==> src/rtl/two_phase_adc_frame_averager_top_macros.svh <==
// Assertion macros used by the frame averager top level.
`ifndef TWO_PHASE_ADC_FRAME_AVERAGER_TOP_MACROS_SVH
`define TWO_PHASE_ADC_FRAME_AVERAGER_TOP_MACROS_SVH

// Same-cycle implication, checked on every rising clock edge outside reset.
`define TPAFA_ASSERT_NOW(label, ante, cons, msg) \
	label: assert property (@(posedge clk) disable iff (!arst_n) (ante) |-> (cons)) \
		else $error(msg);

// Next-cycle implication, checked on every rising clock edge outside reset.
`define TPAFA_ASSERT_NEXT(label, ante, cons, msg) \
	label: assert property (@(posedge clk) disable iff (!arst_n) (ante) |=> (cons)) \
		else $error(msg);

`endif

==> src/rtl/tpafa_pkg.sv <==
// Shared types and constants of the two-phase ADC frame averager.
`timescale 1ns / 1ps

package tpafa_pkg;

	localparam int unsigned WORD_W     = 32;
	localparam int unsigned DATA_W     = 12;
	localparam int unsigned CHAN_W     = 4;
	localparam int unsigned CHAN_LSB   = 13;
	localparam int unsigned COUNT_W    = 32;
	localparam int unsigned CFG_IDX_W  = 2;
	localparam int unsigned CFG_DATA_W = 4;

	localparam int unsigned AVG_FRAMES_DEFAULT = 4;

	typedef enum logic [CFG_IDX_W-1:0] {
		REG_SLOT0_CHANNEL = 2'd0,
		REG_SLOT1_CHANNEL = 2'd1,
		REG_SLOT0_PHASE   = 2'd2,
		REG_SLOT1_PHASE   = 2'd3
	} cfg_reg_t;

	typedef enum logic {
		PHASE_A = 1'b0,
		PHASE_B = 1'b1
	} phase_t;

	typedef enum logic {
		STATUS_VALID = 1'b0,
		STATUS_EMPTY = 1'b1
	} status_t;

	localparam logic [CHAN_W-1:0] SLOT0_CHANNEL_RESET = 4'd0;
	localparam logic [CHAN_W-1:0] SLOT1_CHANNEL_RESET = 4'd1;

endpackage

==> src/rtl/tpafa_cdiv.sv <==
// Divides a frame sum by the fixed frame count with a reciprocal multiply.
`timescale 1ns / 1ps

module tpafa_cdiv import tpafa_pkg::*; #(
	parameter int unsigned AVG_FRAMES = AVG_FRAMES_DEFAULT,
	localparam int unsigned SumW = DATA_W + $clog2(AVG_FRAMES)
) (
	input  logic [SumW-1:0]   dividend,
	output logic [DATA_W-1:0] quotient
);

	// With the shift set to the sum width plus log2 of the divisor and the
	// multiplier rounded up, the truncated product is the exact floor for
	// every sum that the accumulator can hold.
	localparam int unsigned DivShift = SumW + $clog2(AVG_FRAMES);
	localparam int unsigned MulW     = SumW + 1;
	localparam int unsigned ProdW    = SumW + MulW;
	localparam longint unsigned DivMul =
		((64'd1 << DivShift) + AVG_FRAMES - 1) / AVG_FRAMES;

	logic [ProdW-1:0] prod;

	assign prod     = ProdW'(dividend) * ProdW'(DivMul);
	assign quotient = prod[DivShift +: DATA_W];

endmodule

==> src/rtl/two_phase_adc_frame_averager_top.sv <==
// Top level of the two-phase ADC frame averager.
`timescale 1ns / 1ps

// Takes one transaction per clock cycle. Each accepted transaction is held in an
// input register and processed from there: conversion words update the frame
// capture, the running sums and the frame counter and give no result; a read
// request loads the output register as it leaves the input register. Conversion
// words never stall. A read waits in the input register only while the output
// register holds a result not yet taken, and then the input side stalls with it.
// The average is the frame sum times a fixed reciprocal (a single multiplier per
// phase); a frame that completes a group loads the divider input registers, the
// quotient is then latched as the average, and a read before that takes it directly.
`include "two_phase_adc_frame_averager_top_macros.svh"

module two_phase_adc_frame_averager_top import tpafa_pkg::*; #(
	parameter int unsigned AVG_FRAMES = AVG_FRAMES_DEFAULT
) (
	input  logic                  clk,
	input  logic                  arst_n,

	input  logic                  cfg_we,
	input  logic [CFG_IDX_W-1:0]  cfg_idx,
	input  logic [CFG_DATA_W-1:0] cfg_wdata,

	input  logic                  in_valid,
	output logic                  in_ready,
	input  logic                  func,
	input  logic [WORD_W-1:0]     conv_word,
	input  logic                  frame_end,

	output logic                  out_valid,
	input  logic                  out_ready,
	output logic                  status,
	output logic [DATA_W-1:0]     current_a,
	output logic [DATA_W-1:0]     current_b,
	output logic [COUNT_W-1:0]    frames_since_read,
	output logic [COUNT_W-1:0]    frames_total
);

	localparam int unsigned SumW = DATA_W + $clog2(AVG_FRAMES);
	localparam int unsigned CntW = ($clog2(AVG_FRAMES) > 0) ? $clog2(AVG_FRAMES) : 1;

	// Configuration
	logic [CHAN_W-1:0] slot0_ch_q, slot1_ch_q;
	phase_t            slot0_ph_q, slot1_ph_q;

	// Input register
	logic              valid_s1;
	logic              func_s1;
	logic [CHAN_W-1:0] chan_s1;
	logic [DATA_W-1:0] data_s1;
	logic              last_s1;

	// Frame and accumulator state
	logic [DATA_W-1:0]  val_a_q, val_b_q;
	logic               seen_a_q, seen_b_q;
	logic [SumW-1:0]    sum_a_q, sum_b_q;
	logic [CntW-1:0]    good_cnt_q;
	logic [SumW-1:0]    div_sum_a_q, div_sum_b_q;
	logic               div_go_q;
	logic [DATA_W-1:0]  avg_a_q, avg_b_q;
	logic               avg_valid_q;
	logic [COUNT_W-1:0] frame_cnt_q;
	logic [COUNT_W-1:0] snap_q;

	// Output register
	logic               out_valid_q;
	status_t            status_q;
	logic [DATA_W-1:0]  cur_a_q, cur_b_q;
	logic [COUNT_W-1:0] since_q, total_q;

	// Combinational
	logic              adv, conv_go, read_go;
	logic              hit0, hit1, hit;
	phase_t            cap_phase;
	logic              cap_a, cap_b;
	logic [DATA_W-1:0] val_a_n, val_b_n;
	logic              seen_a_n, seen_b_n, good;
	logic [SumW-1:0]   sum_a_n, sum_b_n;
	logic              group_done;
	logic [DATA_W-1:0] quot_a, quot_b;
	logic [DATA_W-1:0] rd_a, rd_b;

	tpafa_cdiv #(.AVG_FRAMES(AVG_FRAMES)) u_div_a (
		.dividend (div_sum_a_q),
		.quotient (quot_a)
	);

	tpafa_cdiv #(.AVG_FRAMES(AVG_FRAMES)) u_div_b (
		.dividend (div_sum_b_q),
		.quotient (quot_b)
	);

	// A read moves on only when the output register is free or being emptied.
	assign adv      = valid_s1 && (!func_s1 || !out_valid_q || out_ready);
	assign in_ready = !valid_s1 || adv;
	assign conv_go  = adv && !func_s1;
	assign read_go  = adv && func_s1;

	always_comb begin
		hit0       = (chan_s1 == slot0_ch_q);
		hit1       = (chan_s1 == slot1_ch_q);
		hit        = hit0 || hit1;
		// Slot zero takes priority when both slots name the same channel.
		cap_phase  = hit0 ? slot0_ph_q : slot1_ph_q;
		cap_a      = hit && (cap_phase == PHASE_A);
		cap_b      = hit && (cap_phase == PHASE_B);
		val_a_n    = cap_a ? data_s1 : val_a_q;
		val_b_n    = cap_b ? data_s1 : val_b_q;
		seen_a_n   = seen_a_q || cap_a;
		seen_b_n   = seen_b_q || cap_b;
		good       = seen_a_n && seen_b_n;
		sum_a_n    = sum_a_q + SumW'(val_a_n);
		sum_b_n    = sum_b_q + SumW'(val_b_n);
		group_done = (good_cnt_q == CntW'(AVG_FRAMES - 1));
		// A group closed in the previous cycle has not reached the average yet.
		rd_a       = div_go_q ? quot_a : avg_a_q;
		rd_b       = div_go_q ? quot_b : avg_b_q;
	end

	always_ff @(posedge clk or negedge arst_n) begin
		if (!arst_n) begin
			slot0_ch_q <= SLOT0_CHANNEL_RESET;
			slot1_ch_q <= SLOT1_CHANNEL_RESET;
			slot0_ph_q <= PHASE_A;
			slot1_ph_q <= PHASE_B;
		end else if (cfg_we) begin
			case (cfg_reg_t'(cfg_idx))
				REG_SLOT0_CHANNEL: begin
					slot0_ch_q <= cfg_wdata[CHAN_W-1:0];
				end
				REG_SLOT1_CHANNEL: begin
					slot1_ch_q <= cfg_wdata[CHAN_W-1:0];
				end
				REG_SLOT0_PHASE: begin
					slot0_ph_q <= phase_t'(cfg_wdata[0]);
				end
				REG_SLOT1_PHASE: begin
					slot1_ph_q <= phase_t'(cfg_wdata[0]);
				end
				default: begin
				end
			endcase
		end
	end

	always_ff @(posedge clk or negedge arst_n) begin
		if (!arst_n) begin
			valid_s1 <= 1'b0;
		end else if (in_ready) begin
			valid_s1 <= in_valid;
		end
	end

	always_ff @(posedge clk) begin
		if (in_ready && in_valid) begin
			func_s1 <= func;
			chan_s1 <= conv_word[CHAN_LSB +: CHAN_W];
			data_s1 <= conv_word[DATA_W-1:0];
			last_s1 <= frame_end;
		end
	end

	always_ff @(posedge clk or negedge arst_n) begin
		if (!arst_n) begin
			val_a_q     <= '0;
			val_b_q     <= '0;
			seen_a_q    <= 1'b0;
			seen_b_q    <= 1'b0;
			sum_a_q     <= '0;
			sum_b_q     <= '0;
			good_cnt_q  <= '0;
			div_go_q    <= 1'b0;
			avg_valid_q <= 1'b0;
			frame_cnt_q <= '0;
			snap_q      <= '0;
		end else begin
			div_go_q <= 1'b0;
			if (conv_go) begin
				if (last_s1) begin
					val_a_q     <= '0;
					val_b_q     <= '0;
					seen_a_q    <= 1'b0;
					seen_b_q    <= 1'b0;
					frame_cnt_q <= frame_cnt_q + COUNT_W'(1);
					if (good) begin
						if (group_done) begin
							div_go_q    <= 1'b1;
							avg_valid_q <= 1'b1;
							sum_a_q     <= '0;
							sum_b_q     <= '0;
							good_cnt_q  <= '0;
						end else begin
							sum_a_q    <= sum_a_n;
							sum_b_q    <= sum_b_n;
							good_cnt_q <= good_cnt_q + CntW'(1);
						end
					end
				end else begin
					val_a_q  <= val_a_n;
					val_b_q  <= val_b_n;
					seen_a_q <= seen_a_n;
					seen_b_q <= seen_b_n;
				end
			end
			if (read_go && avg_valid_q) begin
				snap_q <= frame_cnt_q;
			end
		end
	end

	always_ff @(posedge clk) begin
		if (conv_go && last_s1 && good && group_done) begin
			div_sum_a_q <= sum_a_n;
			div_sum_b_q <= sum_b_n;
		end
		if (div_go_q) begin
			avg_a_q <= quot_a;
			avg_b_q <= quot_b;
		end
	end

	always_ff @(posedge clk or negedge arst_n) begin
		if (!arst_n) begin
			out_valid_q <= 1'b0;
		end else if (read_go) begin
			out_valid_q <= 1'b1;
		end else if (out_ready) begin
			out_valid_q <= 1'b0;
		end
	end

	always_ff @(posedge clk) begin
		if (read_go) begin
			if (avg_valid_q) begin
				status_q <= STATUS_VALID;
				cur_a_q  <= rd_a;
				cur_b_q  <= rd_b;
				since_q  <= frame_cnt_q - snap_q;
				total_q  <= frame_cnt_q;
			end else begin
				status_q <= STATUS_EMPTY;
				cur_a_q  <= '0;
				cur_b_q  <= '0;
				since_q  <= '0;
				total_q  <= '0;
			end
		end
	end

	assign out_valid         = out_valid_q;
	assign status            = status_q;
	assign current_a         = cur_a_q;
	assign current_b         = cur_b_q;
	assign frames_since_read = since_q;
	assign frames_total      = total_q;

	`TPAFA_ASSERT_NOW(a_stall_only_on_read, !in_ready, valid_s1 && func_s1 && out_valid_q && !out_ready, "input stalled without a blocked read")
	`TPAFA_ASSERT_NOW(a_div_implies_valid, div_go_q, avg_valid_q, "average latch pending without valid flag")
	`TPAFA_ASSERT_NEXT(a_snapshot_matches_total, read_go && avg_valid_q, snap_q == frames_total, "read snapshot differs from reported total")
	`TPAFA_ASSERT_NEXT(a_counter_only_on_frame_end, !(conv_go && last_s1), $stable(frame_cnt_q), "frame counter moved without a frame end")
	`TPAFA_ASSERT_NOW(a_empty_read_zero, out_valid_q && (status_q == STATUS_EMPTY), (cur_a_q == '0) && (since_q == '0) && (total_q == '0), "empty read carries nonzero fields")

endmodule
==> config.mk <==
export PLATFORM = sky130hd
export DESIGN_NAME = two_phase_adc_frame_averager_top
export DESIGN_NICKNAME = d
export VERILOG_FILES = /design/src/rtl/tpafa_pkg.sv /design/src/rtl/tpafa_cdiv.sv /design/src/rtl/two_phase_adc_frame_averager_top.sv
export VERILOG_INCLUDE_DIRS = /design/src /design/src/rtl
export SDC_FILE = /design/constraint.sdc
export NUM_CORES = 1
export LEC_CHECK = 0
export BUFFER_PORTS_ARGS = -buffer_cell sky130_fd_sc_hd__buf_4
export CORE_UTILIZATION = 47
export DETAILED_ROUTE_END_ITERATION = 7
export HOLD_SLACK_MARGIN = 0.15
export PLACE_DENSITY = 0.74
export SYNTH_ARGS = -nofsm -noshare
export SYNTH_HDL_FRONTEND = slang
export SYNTH_SLANG_ARGS = --single-unit
export TNS_END_PERCENT = 10
==> constraint.sdc <==
create_clock -name clk -period 7.5 [get_ports clk]
set_input_delay 0.75 -clock clk [delete_from_list [all_inputs] [get_ports clk]]
set_output_delay 0.75 -clock clk [all_outputs]
set_load 0.01 [all_outputs]
==> flow_metrics.py <==
metrics = {
    "sta": {
        "max_freq_ghz": 0.222,
        "rsz0062_at_grt": "false",
        "min_period_ns": 4.50,
        "finClkSkew_ns": 0.0251,
        "finalMaxSlewViolations": 0,
        "hold_viol_final": 0,
        "worstMarginPinSlew_ns": 1.14,
        "period_share_pct": 60.0,
        "totalNegativeSetupSlack_ns": 0,
        "relSlewSlack_pct": 23.5,
        "finalSetupViolations": 0,
    },
    "worst_setup_path": {
        "critPathLaunchType": "flop",
        "arrival_ns": 4.81,
        "path_class": "flop to flop",
        "reg2regPathDepth": 15,
        "crit_required_ns": 7.81,
        "worst-path-max-fanout": 12,
        "end_kind": "flop",
    },
    "global_route": {
        "gr-total-overflow": 0,
        "use_met1_pct": 24.8,
        "grt_use_met3_pct": 2.80,
        "grt_pass1_vias": 9262,
        "grt_pass1_wl_um": 46600,
        "grt_use_met2_pct": 32.7,
        "busiest_layer": "met2",
        "grt_max_degree": 82,
        "antenna_found_initial": 0,
        "grt_use_total_pct": 18.9,
    },
    "synthesis": {
        "syn_inst": 1190,
        "syn-num-nets": 1301,
        "ys_ff_latch": 289,
        "synth_cell_types": 70,
        "synthArstFlopShare_pct": 46.4,
        "synth_flop_cell": "dfrtp_1",
        "syn_area_um2": 14000,
        "seq_area_frac_synth_pct": 55.6,
        "synth_edf_count": 131,
        "syn_avg_cell_area_um2": 11.7,
        "yosysWarnings": 0,
    },
    "clock_network": {
        "cts_buffer_depth": 3,
        "ctsHoldBuffers": 0,
        "cts_tree": "yes",
        "cts_root_buf": "clkbuf_16",
        "cts.repair.resized": 0,
        "clock_latency_ns": 0.56,
        "clock_sinks": 289,
        "htree_levels": 1,
        "cts-buffers-inserted": 30,
        "path_clk_slew_ns": 0.06,
        "postCtsSetupRepairBufs": 0,
    },
    "placement": {
        "post-dp-hpwl_um": 20000,
        "gp_congestion": 0.863,
        "io_buffers": 119,
    },
    "drt": {
        "num_vias": 9264,
        "drc": 0,
        "drtPass1Iterations": 5,
        "wl_um": 28200,
        "antenna_left": 0,
        "wire_per_inst_um": 16.4,
        "drt_iter0_markers": 579,
        "avgViaCountPerCell": 5.39,
    },
    "floorplan": {
        "io_pins": 136,
        "start_util_pct": 48.2,
        "core_area_um2": 29000,
        "dieArea_um2": 30400,
        "die_y_um": 174,
        "num_rows": 62,
        "fp.dieW_um": 174,
    },
    "power": {
        "internal-power_w": 0.00293,
        "ir_worst_vdd_uv": 196,
        "swShare_pct": 26.4,
        "powerDensity_nw_per_um2": 245,
        "p_leak_nw": 7.07,
        "totalPowerFinal_w": 0.00399,
        "pwr-share-comb_pct": 17.2,
        "p_sw_w": 0.00105,
        "seq_power_share_pct": 45.3,
        "p_clk_share_pct": 37.5,
    },
    "layout": {
        "fin_util_pct": 56.1,
        "fin_nets": 1422,
        "most-common-layout-cells": "edfxtp_1, dfrtp_1, buf_4",
        "drive_gt1_share_pct": 21.5,
        "n_antenna_cell": 0,
        "fill_cells": 2484,
        "area_growth_pct": 16.4,
    },
    "hold_path": {
        "min_path_type": "input port to asynchronous set/reset pin",
    },
    "flow_run": {
        "maxCapViolCount": 0,
    },
    "run_status": {
        "outcome": "finished clean",
    },
}
## cells by family after synthesis
logic type / after synthesis / synth area share (%)
AND/OR/NAND/NOR: 349 / 12.9
flip-flops: 289 / 55.6
AO/OA/AOI/OAI: 220 / 10.1
multiplexers: 97 / 7.76
buffers and inverters: 87 / 2.52
XOR/XNOR: 82 / 5.14
adder cells (fa/ha/maj): 66 / 6.07
## per-layer routing
layer  wire length, um  vias to the layer above
met3              1340                       45
met4               633                        0
met1             12400                     4471
met5                 0                        -
met2             13800                      244
li1                  -                     4504
## layout make-up
cell class	instances	area (um2)	area share (%)
Multi-Input combinational cell	814	5880	36.1
Clock inverter	20	218	1.34
Tap cell	384	480	2.95
Inverter	50	188	1.15
Clock buffer	36	793	4.87
Sequential cell	289	7770	47.7
Timing Repair Buffer	126	946	5.81
## power by group through the flow
stage                     logic (W)  clock network, W  registers, W
after global placement     0.000669                 0       0.00183
after global routing       0.000759           0.00160       0.00182
after floorplan            0.000495                 0       0.00183
after CTS                  0.000690           0.00153       0.00181
after detailed placement   0.000683                 0       0.00184
final                      0.000685           0.00149       0.00181
## stage by stage
| stage | hold slack, ns | cells | instance area, um2 | setup WS (ns) |
|---|---|---|---|---|
| floorplan | 0.445 | 1190 | 14000 | 1.32 |
| global placement | 0.455 | 1663 | 15300 | 3.14 |
| detailed placement | 0.457 | 1663 | 15300 | 3.03 |
| CTS | 0.253 | 1719 | 16300 | 3.01 |
| global route | 0.305 | 1719 | 16300 | 2.70 |
| finish | 0.242 | 1719 | 16300 | 3.00 |
## cell usage after synthesis (all sizes together), types with 6 or more instances
cell type  number  area share (%)
dfrtp         132              24
nand2b         19            0.85
and2           60             2.7
clkbuf         27            0.72
ha             63             5.6
o21a           10            0.54
a31oi          10            0.45
nand4          16            0.82
dfxtp          24             3.4
xnor2          51             3.2
nand3          24            0.86
nor3           15            0.65
nand2         100             2.7
mux2i           6            0.43
xor2           31             1.9
o21ai          69             2.6
a22o           28             1.8
nor2b           7            0.31
a21oi          57             2.1
mux2           91             7.3
buf            10            0.45
and3            6            0.27
inv            50             1.3
o31ai           8            0.43
nor2           73             2.0
a21o           10            0.55
a211oi          7            0.38
edfxtp        131              28
## final timing paths
path,endpoint,slack [ns],startpoint
min reg2reg,avg_b_q[7],0.47,avg_b_q[7]
max in group asynchronous,avg_valid_q,5.68,arst_n
max,div_sum_a_q[12],3.00,chan_s1[3]
min in group clk,chan_s1[1],0.36,conv_word[14]
min,snap_q[9],0.24,arst_n
max reg2reg,div_sum_a_q[12],3.00,chan_s1[3]
## worst max-delay path: stages, from the launching register on
cell and delay, ns:
edfxtp_1 0.42, xnor2_1 0.18, nand4_1 0.23, and3b_1 0.25
nor2_1 0.85, mux2_2 0.44, ha_1 0.20, inv_1 0.07
fa_1 0.20, nor2b_1 0.07, o31a_1 0.25, or2_1 0.25
o31ai_1 0.44, nand2b_1 0.10, a21oi_1 0.19, xnor2_1 0.09
## sequential cells by signal, indices dropped and copies added, names as in the netlist, 14 cells and up
name and count:
snap_q 32, frames_total 32, frame_cnt_q 32, sum_a_q 14
sum_b_q 14, frames_since_read 32
No activity file was read; power rests on OpenSTA's default activity.
